$ cat config.mk
export PLATFORM = sky130hd
export DESIGN_NAME = thermal_group_safety_monitor_unit
export DESIGN_NICKNAME = d
export VERILOG_FILES = /design/src/hdl/tgsm_pkg.sv /design/src/hdl/tgsm_csr.sv /design/src/hdl/tgsm_slope.sv /design/src/hdl/tgsm_check.sv /design/src/hdl/thermal_group_safety_monitor_unit.sv
export SDC_FILE = /design/constraint.sdc
export NUM_CORES = 1
export LEC_CHECK = 0
export ABC_AREA = 1
export BUFFER_PORTS_ARGS = -buffer_cell sky130_fd_sc_hd__buf_2
export CAP_MARGIN = 20
export CORE_MARGIN = 1.5
export CORE_UTILIZATION = 30
export CTS_CLUSTER_DIAMETER = 50
export DETAILED_ROUTE_END_ITERATION = 12
export SETUP_SLACK_MARGIN = 0.1
export SKIP_CTS_REPAIR_TIMING = 1
export SYNTH_ARGS = -nofsm -noshare
export SYNTH_HDL_FRONTEND = slang
export SYNTH_SLANG_ARGS = --single-unit
$ cat constraint.sdc
create_clock -name clock -period 6.24 [get_ports clock]
set_input_delay 0.312 -clock clock [delete_from_list [all_inputs] [get_ports clock]]
set_output_delay 0.312 -clock clock [all_outputs]
set_load 0.02 [all_outputs]
$ cat src/hdl/tgsm_pkg.sv
// ----------------------------------------------------------------------------
// Thermal group safety monitor package
// Shared types, register indexes, mode codes and timing constants.
// ----------------------------------------------------------------------------
package tgsm_pkg;

   localparam logic [31:0] TIMEOUT_TICKS = 32'd5000;
   localparam logic [31:0] KICK_TICKS    = 32'd1000;

   localparam logic signed [15:0] TEMP_LOW  = -16'sd20000;
   localparam logic signed [15:0] TEMP_HIGH = 16'sd20000;

   localparam logic signed [15:0] OPEN_CODE_RESET = -16'sd32768;

   typedef enum logic [2:0] {
      MODE_IDLE         = 3'd0,
      MODE_FANON        = 3'd1,
      MODE_HEAT_AUTO    = 3'd2,
      MODE_COOL_PELTIER = 3'd3,
      MODE_TEMP_RAMP    = 3'd4,
      MODE_TEMP_RAMP_QC = 3'd5,
      MODE_DRIVE_PWM_QC = 3'd6,
      MODE_OTHER        = 3'd7
   } mode_type;

   typedef enum logic [2:0] {
      CSR_THRESHOLD_A = 3'd0,
      CSR_THRESHOLD_B = 3'd1,
      CSR_PERIOD_A    = 3'd2,
      CSR_PERIOD_B    = 3'd3,
      CSR_RISE_A      = 3'd4,
      CSR_RISE_B      = 3'd5,
      CSR_OPEN_CODE   = 3'd6,
      CSR_UNUSED      = 3'd7
   } csr_index_type;

   typedef struct packed {
      logic signed [1:0][15:0] threshold;
      logic [1:0][31:0]        period;
      logic signed [1:0][15:0] rise;
      logic signed [15:0]      open_code;
   } cfg_type;

   typedef struct packed {
      logic               group;
      logic signed [15:0] temperature;
      logic [2:0]         mode_in;
      logic               heat_drive;
      logic               heater_present;
      logic [31:0]        sample_time;
      logic [31:0]        now_tick;
   } item_type;

   typedef struct packed {
      logic       sensor_valid;
      logic       device_is_heater;
      logic [2:0] mode_out;
      logic       open_fault;
      logic       timeout_fault;
      logic       wake_control;
      logic       slope_fault;
      logic       threshold_fault;
   } result_type;

   typedef struct packed {
      logic        armed;
      logic [31:0] start_tick;
      logic [15:0] start_temp;
   } slope_state_type;

   // load rewrites the group's slope state with armed, start_tick, start_temp.
   typedef struct packed {
      logic        load;
      logic        armed;
      logic [31:0] start_tick;
      logic [15:0] start_temp;
   } slope_update_type;

   function automatic logic mode_active(input logic [2:0] m);
      return (m >= MODE_HEAT_AUTO) && (m <= MODE_DRIVE_PWM_QC);
   endfunction

endpackage

$ cat src/hdl/tgsm_csr.sv
// ----------------------------------------------------------------------------
// Thermal group safety monitor configuration registers
// Holds thresholds, slope windows, minimum rises and the open-sensor code.
// ----------------------------------------------------------------------------
module tgsm_csr (
   input  logic                 clock,
   input  logic                 reset,
   input  logic                 csr_write_enable,
   input  logic [2:0]           csr_index,
   input  logic [31:0]          csr_write_data,
   output tgsm_pkg::cfg_type    cfg
);

   tgsm_pkg::cfg_type cfg_ff;
   tgsm_pkg::cfg_type cfg_in;

   always_comb begin
      cfg_in = cfg_ff;
      if (csr_write_enable) begin
         case (tgsm_pkg::csr_index_type'(csr_index))
            tgsm_pkg::CSR_THRESHOLD_A: cfg_in.threshold[0] = csr_write_data[15:0];
            tgsm_pkg::CSR_THRESHOLD_B: cfg_in.threshold[1] = csr_write_data[15:0];
            tgsm_pkg::CSR_PERIOD_A:    cfg_in.period[0]    = csr_write_data;
            tgsm_pkg::CSR_PERIOD_B:    cfg_in.period[1]    = csr_write_data;
            tgsm_pkg::CSR_RISE_A:      cfg_in.rise[0]      = csr_write_data[15:0];
            tgsm_pkg::CSR_RISE_B:      cfg_in.rise[1]      = csr_write_data[15:0];
            tgsm_pkg::CSR_OPEN_CODE:   cfg_in.open_code    = csr_write_data[15:0];
            default: ;
         endcase
      end
   end

   always_ff @(posedge clock) begin
      if (reset) begin
         cfg_ff           <= '0;
         cfg_ff.open_code <= tgsm_pkg::OPEN_CODE_RESET;
      end else begin
         cfg_ff <= cfg_in;
      end
   end

   assign cfg = cfg_ff;

endmodule

$ cat src/hdl/tgsm_slope.sv
// ----------------------------------------------------------------------------
// Thermal group safety monitor slope state
// Per-group start tick, start temperature and armed flag.
// ----------------------------------------------------------------------------
module tgsm_slope (
   input  logic                          clock,
   input  logic                          reset,
   input  logic                          commit,
   input  logic                          group,
   input  tgsm_pkg::slope_update_type    update,
   output tgsm_pkg::slope_state_type     state
);

   logic [1:0]        armed_ff;
   logic [1:0][31:0]  start_tick_ff;
   logic [1:0][15:0]  start_temp_ff;

   always_ff @(posedge clock) begin
      if (reset) begin
         armed_ff <= '0;
      end else if (commit && update.load) begin
         armed_ff[group] <= update.armed;
      end
   end

   // The start values only matter while the group is armed.
   always_ff @(posedge clock) begin
      if (commit && update.load) begin
         start_tick_ff[group] <= update.start_tick;
         start_temp_ff[group] <= update.start_temp;
      end
   end

   assign state.armed      = armed_ff[group];
   assign state.start_tick = start_tick_ff[group];
   assign state.start_temp = start_temp_ff[group];

endmodule

$ cat src/hdl/tgsm_check.sv
// ----------------------------------------------------------------------------
// Thermal group safety monitor check logic
// Range check, mode forcing and the four fault checks for one item.
// ----------------------------------------------------------------------------
module tgsm_check (
   input  tgsm_pkg::item_type          item,
   input  tgsm_pkg::cfg_type           cfg,
   input  tgsm_pkg::slope_state_type   slope,
   output tgsm_pkg::result_type        result,
   output tgsm_pkg::slope_update_type  update
);

   logic signed [15:0] temp;
   logic signed [15:0] threshold;
   logic signed [16:0] rise_ext;
   logic signed [16:0] diff;
   logic [31:0]        period;
   logic [31:0]        age;
   logic [31:0]        window_age;
   logic [2:0]         mode_open;
   logic [2:0]         mode_dev;
   logic [2:0]         mode_tout;
   logic               open_f;
   logic               tout_f;
   logic               wake_f;
   logic               qualify;
   logic               slope_f;
   logic               thr_f;

   assign temp      = item.temperature;
   assign threshold = cfg.threshold[item.group];
   assign period    = cfg.period[item.group];
   assign rise_ext  = {cfg.rise[item.group][15], cfg.rise[item.group]};
   assign diff      = {temp[15], temp} - {slope.start_temp[15], slope.start_temp};
   assign age       = item.now_tick - item.sample_time;
   assign window_age = item.now_tick - slope.start_tick;

   always_comb begin
      open_f   = tgsm_pkg::mode_active(item.mode_in) && (temp == cfg.open_code);
      mode_open = open_f ? tgsm_pkg::MODE_FANON : item.mode_in;

      // Match the mode to the fitted device: heaters run auto, peltiers pelt.
      mode_dev = mode_open;
      if ((mode_dev == tgsm_pkg::MODE_COOL_PELTIER) && item.heater_present) begin
         mode_dev = tgsm_pkg::MODE_HEAT_AUTO;
      end
      if ((mode_dev == tgsm_pkg::MODE_HEAT_AUTO) && !item.heater_present) begin
         mode_dev = tgsm_pkg::MODE_COOL_PELTIER;
      end

      tout_f = tgsm_pkg::mode_active(mode_dev) && (age > tgsm_pkg::TIMEOUT_TICKS);
      wake_f = tgsm_pkg::mode_active(mode_dev) && !tout_f
               && (age > tgsm_pkg::KICK_TICKS);
      mode_tout = tout_f ? tgsm_pkg::MODE_FANON : mode_dev;

      qualify = tgsm_pkg::mode_active(mode_tout) && item.heat_drive && (period != 32'd0);
      slope_f = qualify && slope.armed && (window_age >= period) && (diff < rise_ext);

      // An unqualified check disarms; the first qualified one arms.
      update.load       = !qualify || !slope.armed;
      update.armed      = qualify;
      update.start_tick = qualify ? item.sample_time : 32'd0;
      update.start_temp = qualify ? item.temperature : 16'd0;

      thr_f = temp > threshold;

      result.sensor_valid     = (temp >= tgsm_pkg::TEMP_LOW) && (temp <= tgsm_pkg::TEMP_HIGH);
      result.device_is_heater = item.heater_present;
      result.mode_out         = (slope_f || thr_f) ? tgsm_pkg::MODE_FANON : mode_tout;
      result.open_fault       = open_f;
      result.timeout_fault    = tout_f;
      result.wake_control     = wake_f;
      result.slope_fault      = slope_f;
      result.threshold_fault  = thr_f;
   end

endmodule

$ cat src/hdl/thermal_group_safety_monitor_unit.sv
// Flow: an accepted item is registered in item_ff and checked, and its result
// is registered in result_ff, which drives the rsp_ outputs.
// Throughput: one item per cycle unless rsp_stall holds a full result; a group's
// slope state is read and rewritten in the same cycle the check enters result_ff.
// Reset: clears both valid flags and the slope armed flags, and returns the
// registers to zero thresholds, periods and rises with the open code -32768.
// ----------------------------------------------------------------------------
// Thermal group safety monitor unit
// Periodic safety checks of two heater groups, one item per cycle unless stalled.
// ----------------------------------------------------------------------------
module thermal_group_safety_monitor_unit (
   input  logic               clock,
   input  logic               reset,
   input  logic               req_valid,
   output logic               req_stall,
   input  logic               req_group,
   input  logic signed [15:0] req_temperature,
   input  logic [2:0]         req_mode_in,
   input  logic               req_heat_drive,
   input  logic               req_heater_present,
   input  logic [31:0]        req_sample_time,
   input  logic [31:0]        req_now_tick,
   output logic               rsp_valid,
   input  logic               rsp_stall,
   output logic               rsp_sensor_valid,
   output logic               rsp_device_is_heater,
   output logic [2:0]         rsp_mode_out,
   output logic               rsp_open_fault,
   output logic               rsp_timeout_fault,
   output logic               rsp_wake_control,
   output logic               rsp_slope_fault,
   output logic               rsp_threshold_fault,
   input  logic               csr_write_enable,
   input  logic [2:0]         csr_index,
   input  logic [31:0]        csr_write_data
);

   tgsm_pkg::cfg_type          cfg;
   tgsm_pkg::item_type         item_ff;
   tgsm_pkg::item_type         item_in;
   tgsm_pkg::result_type       result_ff;
   tgsm_pkg::result_type       result_in;
   tgsm_pkg::slope_state_type  slope_state;
   tgsm_pkg::slope_update_type slope_update;
   logic                       item_valid_ff;
   logic                       rsp_valid_ff;
   logic                       advance;
   logic                       accept;

   tgsm_csr u_csr (
      .clock            (clock),
      .reset            (reset),
      .csr_write_enable (csr_write_enable),
      .csr_index        (csr_index),
      .csr_write_data   (csr_write_data),
      .cfg              (cfg)
   );

   // The result register takes a new item when empty or being drained.
   assign advance   = !rsp_valid_ff || !rsp_stall;
   assign req_stall = item_valid_ff && !advance;
   assign accept    = req_valid && !req_stall;

   assign item_in.group          = req_group;
   assign item_in.temperature    = req_temperature;
   assign item_in.mode_in        = req_mode_in;
   assign item_in.heat_drive     = req_heat_drive;
   assign item_in.heater_present = req_heater_present;
   assign item_in.sample_time    = req_sample_time;
   assign item_in.now_tick       = req_now_tick;

   always_ff @(posedge clock) begin
      if (reset) begin
         item_valid_ff <= 1'b0;
      end else if (!req_stall) begin
         item_valid_ff <= req_valid;
      end
   end

   always_ff @(posedge clock) begin
      if (accept) begin
         item_ff <= item_in;
      end
   end

   tgsm_slope u_slope (
      .clock  (clock),
      .reset  (reset),
      .commit (item_valid_ff && advance),
      .group  (item_ff.group),
      .update (slope_update),
      .state  (slope_state)
   );

   tgsm_check u_check (
      .item   (item_ff),
      .cfg    (cfg),
      .slope  (slope_state),
      .result (result_in),
      .update (slope_update)
   );

   always_ff @(posedge clock) begin
      if (reset) begin
         rsp_valid_ff <= 1'b0;
      end else if (advance) begin
         rsp_valid_ff <= item_valid_ff;
      end
   end

   always_ff @(posedge clock) begin
      if (advance && item_valid_ff) begin
         result_ff <= result_in;
      end
   end

   assign rsp_valid            = rsp_valid_ff;
   assign rsp_sensor_valid     = result_ff.sensor_valid;
   assign rsp_device_is_heater = result_ff.device_is_heater;
   assign rsp_mode_out         = result_ff.mode_out;
   assign rsp_open_fault       = result_ff.open_fault;
   assign rsp_timeout_fault    = result_ff.timeout_fault;
   assign rsp_wake_control     = result_ff.wake_control;
   assign rsp_slope_fault      = result_ff.slope_fault;
   assign rsp_threshold_fault  = result_ff.threshold_fault;

`ifndef NO_ASSERTIONS
   a_stall_only_when_full: assert property (@(posedge clock) disable iff (reset)
      req_stall |-> (item_valid_ff && rsp_valid_ff && rsp_stall))
      else $error("input stalled while the result register could drain");

   a_fault_forces_fanon: assert property (@(posedge clock) disable iff (reset)
      (rsp_valid && (rsp_open_fault || rsp_timeout_fault || rsp_slope_fault
                     || rsp_threshold_fault))
      |-> (rsp_mode_out == tgsm_pkg::MODE_FANON))
      else $error("fault reported without fan-on mode");

   a_wake_excludes_timeout: assert property (@(posedge clock) disable iff (reset)
      rsp_valid |-> !(rsp_wake_control && rsp_timeout_fault))
      else $error("wake and timeout reported together");

   a_peltier_never_auto: assert property (@(posedge clock) disable iff (reset)
      (rsp_valid && !rsp_device_is_heater) |-> (rsp_mode_out != tgsm_pkg::MODE_HEAT_AUTO))
      else $error("auto mode on a peltier group");
`endif

endmodule
Yosys cells after proc, flatten, opt, wreduce, memory -nomap -nowiden
Cells that the tools add are included.
{"block": "op_classes", "n_addsub": 3, "n_mul": 0, "div": 0, "n_lt_le_gt_ge": 15, "eq_ne": 9, "n_shift": 0, "muxes": 27, "n_bitwise": 0, "n_reduce_logical": 40}
{"operator": "32-bit 2-to-1 mux", "n": 6}
{"operator": "16-bit 2-to-1 mux", "n": 8}
{"operator": "64-bit bitwise mux", "n": 1}
{"operator": "32-bit subtractor", "n": 2}
{"operator": "32-bit bitwise mux", "n": 1}
{"operator": "32-bit demux with 1-bit select", "n": 1}
{"operator": "32-bit greater-or-equal comparator", "n": 1}
{"operator": "32-bit by 10-bit greater-than comparator with 1-bit output (second input constant)", "n": 1}
{"operator": "32-bit by 13-bit greater-than comparator with 1-bit output (second input constant)", "n": 1}
{"operator": "32-bit nonzero test", "n": 1}
{"operator": "1-bit logical AND", "n": 20}
{"operator": "17-bit by 16-bit < comparator with 1-bit output", "n": 1}
{"operator": "16-bit by 16-bit subtractor with 17-bit output", "n": 1}
{"operator": "16-bit demux with 1-bit select", "n": 1}
{"operator": "16-bit == test", "n": 1}
{"operator": "16-bit greater-or-equal comparator (second input constant)", "n": 1}
{"operator": "16-bit greater-than comparator", "n": 1}
{"operator": "16-bit <= comparator (second input constant)", "n": 1}
{"operator": "2-bit AND reduction", "n": 7}
{"operator": "3-bit by 2-bit == test with 1-bit output (second input constant)", "n": 4}
{"operator": "3-bit 2-to-1 mux", "n": 4}
{"operator": "3-bit == test (second input constant)", "n": 3}
{"operator": "3-bit by 2-bit greater-or-equal comparator with 1-bit output (second input constant)", "n": 3}
{"operator": "3-bit <= comparator (second input constant)", "n": 3}
{"operator": "other kinds (9)", "n": 20}
{"block": "word_totals", "reg_bits": 340, "latchBits": 0, "ram_bits": 0, "mem_bits_ro": 0, "input_bits": 126, "out_inout_bits": 12, "word_cells": 123, "n_memories": 0}

Longest topological paths before layout
{"block": "logic_depth", "depth_word": 22, "mapped_depth": 33}

Cells and area by module
A second synthesis with hierarchy kept.
{"block": "hier_totals", "cells_unflattened": 2695, "area_unflattened_um2": 20676.1}
{"mod": "tgsm_check", "instances": 1, "cells_each": 1486, "area_per_inst_um2": 8369.3, "seq_area_each_um2": 0.0}
{"mod": "tgsm_csr", "instances": 1, "cells_each": 830, "area_per_inst_um2": 5724.2, "seq_area_each_um2": 2882.8}
{"mod": "tgsm_slope", "instances": 1, "cells_each": 271, "area_per_inst_um2": 3608.5, "seq_area_each_um2": 2922.8}
{"mod": "thermal_group_safety_monitor_unit", "instances": 1, "cells_each": 108, "area_per_inst_um2": 2974.1, "seq_area_each_um2": 2922.8}

Worst setup path after synthesis
No wires, ideal clock.
{"block": "synth_path", "path_kind": "register to register", "from": "register item_ff[85] (netlist name)", "to": "register result_ff (netlist bit rsp_mode_out[1]), data pin", "setup_time_ps": 252, "arrival_time_ps": 4658, "path_slack_ps": 1330, "path_stages_with_launch": 29, "path_buffers": 4, "path_cell_list": "edfxtp_1 > buf_2 > buf_2 > clkbuf_1 > clkbuf_1 > mux2i_1 > ha_1 > nand2_1 > nor2_1 > nor3b_1 > nand4_1 > nand3_1 > nand3_1 > nand2_1 > a31oi_1 > o21ai_0 > a21oi_1 > xor2_1 > ha_1 > nand2_1 > inv_1 > nand3_1 > nor3_1 > nor4b_1 > nand3_1 > nand3_1 > nand3_1 > nand2_1 > nor2_1"}
{"block": "synth_via", "elab_chain_len": 8, "elab_cells_between_ends": 23, "cone_classes": "add/sub (2); order compare (3); mux (12); reduce/logical (6)"}
{"item": "start: declaration", "line": "thermal_group_safety_monitor_unit.sv:39", "text": "tgsm_pkg::item_type item_ff;"}
{"item": "start signal: assignment", "line": "thermal_group_safety_monitor_unit.sv:82", "text": "item_ff <= item_in;"}
{"item": "branches (longest 7 deep; another with 32-bit subtractor)"}
{"item": "1-bit logical OR (*)", "line": "tgsm_check.sv:69", "text": "result.mode_out = (slope_f || thr_f) ? tgsm_pkg::MODE_FANON : mode_tout;"}
{"item": "end signal: assignment", "line": "thermal_group_safety_monitor_unit.sv:113", "text": "result_ff <= result_in;"}
{"item": "end: declaration", "line": "thermal_group_safety_monitor_unit.sv:41", "text": "tgsm_pkg::result_type result_ff;"}
Every way passes the cells marked *. The select of a mux whose other input is x is not followed.
A chain may end at the register's enable or synchronous reset.

Worst setup path in the final report
{"block": "layout_path", "from": "register item_ff[85] (netlist name)", "to": "register result_ff (netlist bit rsp_mode_out[2]), data pin"}
The elaborated chain is that of the path after synthesis.

==> impl_metrics.yaml <==
logic_synthesis:
  ys_types: 50
  post_synth_most_frequent_cells: "nor2_1 (439), nand2_1 (405), inv_1 (277), edfxtp_1 (192), o21ai_0 (180)"
  ys_dominant_reg_cell: "edfxtp_1"
  synth_edf_count: 192
  synth.largest_area_cell: "edfxtp_1"
  syn-num-nets: 2597
  synth.area.top_cells: "edfxtp_1 (30%), dfxtp_1 (15%), ha_1 (9.2%)"
  ys_seq_elements: 340
  mappedNetlistArea_um2: 19220
  post-synth-top-area-fraction_pct: 29.99
  sequential_element_share_of_the_synthesized_area_pct: 45.40
  async_sr_flop_fraction_pct: 0
  syn-mean-instance-area_um2: 8.265
  post-synth-top-count-cell: "nor2_1"
  ys.warnings.count: 0
  post_synth_inst_count: 2326
power:
  total_power_mw: 6.203
  power_density_nw_per_um2: 263.5
  cellLeakagePower_nw: 10.86
  peakVddDrop_mv: 0.2305
layout:
  filler_cell_count: 6484
  area_growth_pct: 22.47
  antenna_diode_count: 0
  final_nets: 2849
  final_layout_size_suffix_gt1_share_pct: 10.10
floorplan:
  die_wd_um: 256.1
  design.die.area_um2: 65610
  die_h_um: 256.1
  io_pins: 138
  start_util_pct: 30.42
  rows: 92
  core_region_area_um2: 63200
clock_tree:
  ctsRootBufferMaster: "clkbuf_16"
  clk_path_buf_depth: 3
  clock_sink_count: 340
  cts_tree: "done"
  cts.htree.levels: 2
  clk_pin_slew_worst_paths_ns: 0.06
  clkLatencyLatePin_ns: 0.58
  cts_made_buffers: 44
routing:
  detailedRoute.firstPassIterationCount: 5
  drt_iter0_markers: 984
  vias_per_cell: 4.687
  drc_errors: 0
  ant_nets: 0
  avgRoutedWirePerCell_um: 16.24
  routed_wirelength_um: 56200
  detailroute.via_count: 16220
sta:
  fmaxAchievable_ghz: 0.1967
  period_needed_ns: 5.084
  finalHoldViolations: 2
  worst_pin_slew_ns: 0.8058
  setup_violations: 0
  timing.final.crit_share_pct: 81.47
  maxSlewViolCount: 0
  grt_setup_unrepaired: "false"
  fin_setup_tns_ns: 0
  worst_slew_margin_rel_pct: 46.28
  skew_ns: 0.02375
  fin_hold_ws_ns: -0.01311
min_path:
  hold-path-cell-count: 3
  holdCritPathClass: "input port to register"
global_routing:
  first_pass_grt_wire_length_um: 84550
  pin_count_of_the_biggest_net_entering_global_routing: 80
  grt_pass1_vias: 15350
  grt_overflow: 0
  grt_usage_pct: 16.45
  grt_antenna_before_repair: 0
setup_path:
  worstPathArrival_ns: 5.42
  kind_of_end_point_of_the_critical_path: "register"
  crit_type: "register to register"
  worst_ep_required_time_ns: 6.58
  startpoint_type: "register"
  critPathMaxFanout: 17
  worst_r2r_path_depth: 24
outcome:
  failed_checks: "hold timing"
  outcome: "complete, but fails checks"
job:
  max_cap_violations: 0
place:
  placement.io_buffers: 137
  post-dp-hpwl_um: 41400
  routabilityCongestion: 0.9251
[state kept, by name, summed over array words and instances (netlist names), 2 cells and up]
signal,flops
u_slope.start_tick_ff,64
rsp_mode_out,3
u_slope.start_temp_ff,32
u_slope.armed_ff,2
item_ff,86
u_csr.cfg,144
[cell families after synthesis]
family | after synthesis | synth area share (%)
adder cells (fa/ha/maj) | 145 | 9.555
multiplexers | 89 | 4.634
XOR/XNOR | 51 | 2.324
flip-flops | 340 | 45.40
AND/OR/NAND/NOR | 1020 | 21.78
AO/OA/AOI/OAI | 340 | 9.555
buffers and inverters | 341 | 6.750
[placed cells by master (no fill, tap or decap), drive strengths merged, types with 3 or more instances in the layout]
master       instances
nand2              409
mux2i               89
clkbuf              58
o21a                 5
xor2                40
fa                   3
o31ai                3
nor3b                4
or2                 10
buf                162
o2111ai              3
xnor2               11
nor2               441
nor3                16
inv                290
o21ai              180
a211oi               4
bufinv               3
o221ai               3
edfxtp             192
nand4               38
nor4                 9
nand3               80
dfxtp              148
ha                 142
nand3b               7
a31oi                7
a21o                 5
a21oi              108
o21bai              10
clkinv              12
dlygate4sd3        102
[worst paths after layout]
kind / slack [ns] / endpoint / from
worst max-delay path: 1.16 / rsp_mode_out[2]$_SDFFCE_PP0P_ / item_ff[85]$_DFFE_PP_
worst min-delay path: -0.01 / u_csr.cfg[68]$_SDFFE_PP0P_ / csr_write_data[20]
worst min register to register: 0.47 / u_csr.cfg[2]$_SDFFE_PP0P_ / u_csr.cfg[2]$_SDFFE_PP0P_
worst max register to register: 1.16 / rsp_mode_out[2]$_SDFFCE_PP0P_ / item_ff[85]$_DFFE_PP_
[power by group]
part	leakage, nW	internal [mW]	switching [mW]	total (mW)
logic	7.22	0.411	0.651	1.06
registers	2.90	2.46	0.0615	2.53
clock network	0.742	1.56	1.05	2.62
[final cells by class]
class	instances	area, um^2	share of cell area [%]
well taps	846	1059	4.496
inverters	283	1065	4.523
multi-input cells	1645	9223	39.17
repair buffers	264	1934	8.216
clock buffers	58	1237	5.256
flip-flops and latches	340	8728	37.07
clock inverters	24	296.5	1.260
[routing by layer]
metal	wire, um	vias to the layer above	part of all wire, %	global-route usage, %
li1	-	8267	-	-
met1	25180	7454	45	20.99
met2	26990	401	48	28.03
met3	2385	95	4.2	2.882
met4	1648	0	2.9	5.391
met5	0	-	0	0
[metrics by stage]
step                      std cells  hold slack [ns]  cell area [um^2]  util [%]  worst slack (ns)
after floorplan                2326           0.3811             19220         -             1.330
after global placement         3273           0.4614             20940     33.13             1.183
after detailed placement       3274           0.4666             20970     33.17             1.110
after CTS                      3356          -0.1247             22500     35.60             1.108
after global routing           3460         0.008795             23540     37.25            0.5249
final                          3460         -0.01311             23540     37.25             1.156
[worst max-delay path: stages, from the launching register on]
cell	delay, ns
edfxtp_1	0.87
mux2i_1	0.17
ha_1	0.43
nand2_1	0.07
nor2_1	0.15
nor3b_1	0.27
nand4_1	0.12
nand3_1	0.17
nand3_1	0.09
nand2_1	0.10
a31oi_1	0.11
o21ai_0	0.37
a21oi_1	0.15
xor2_1	0.17
ha_1	0.28
nand2_1	0.05
inv_1	0.06
nand3_1	0.08
nor3_1	0.20
nor4b_1	0.39
nand3_1	0.12
nand3_1	0.13
nand3_1	0.15
nand2_1	0.12
nor2_1	0.05
(Power assumes the default switching activity.)
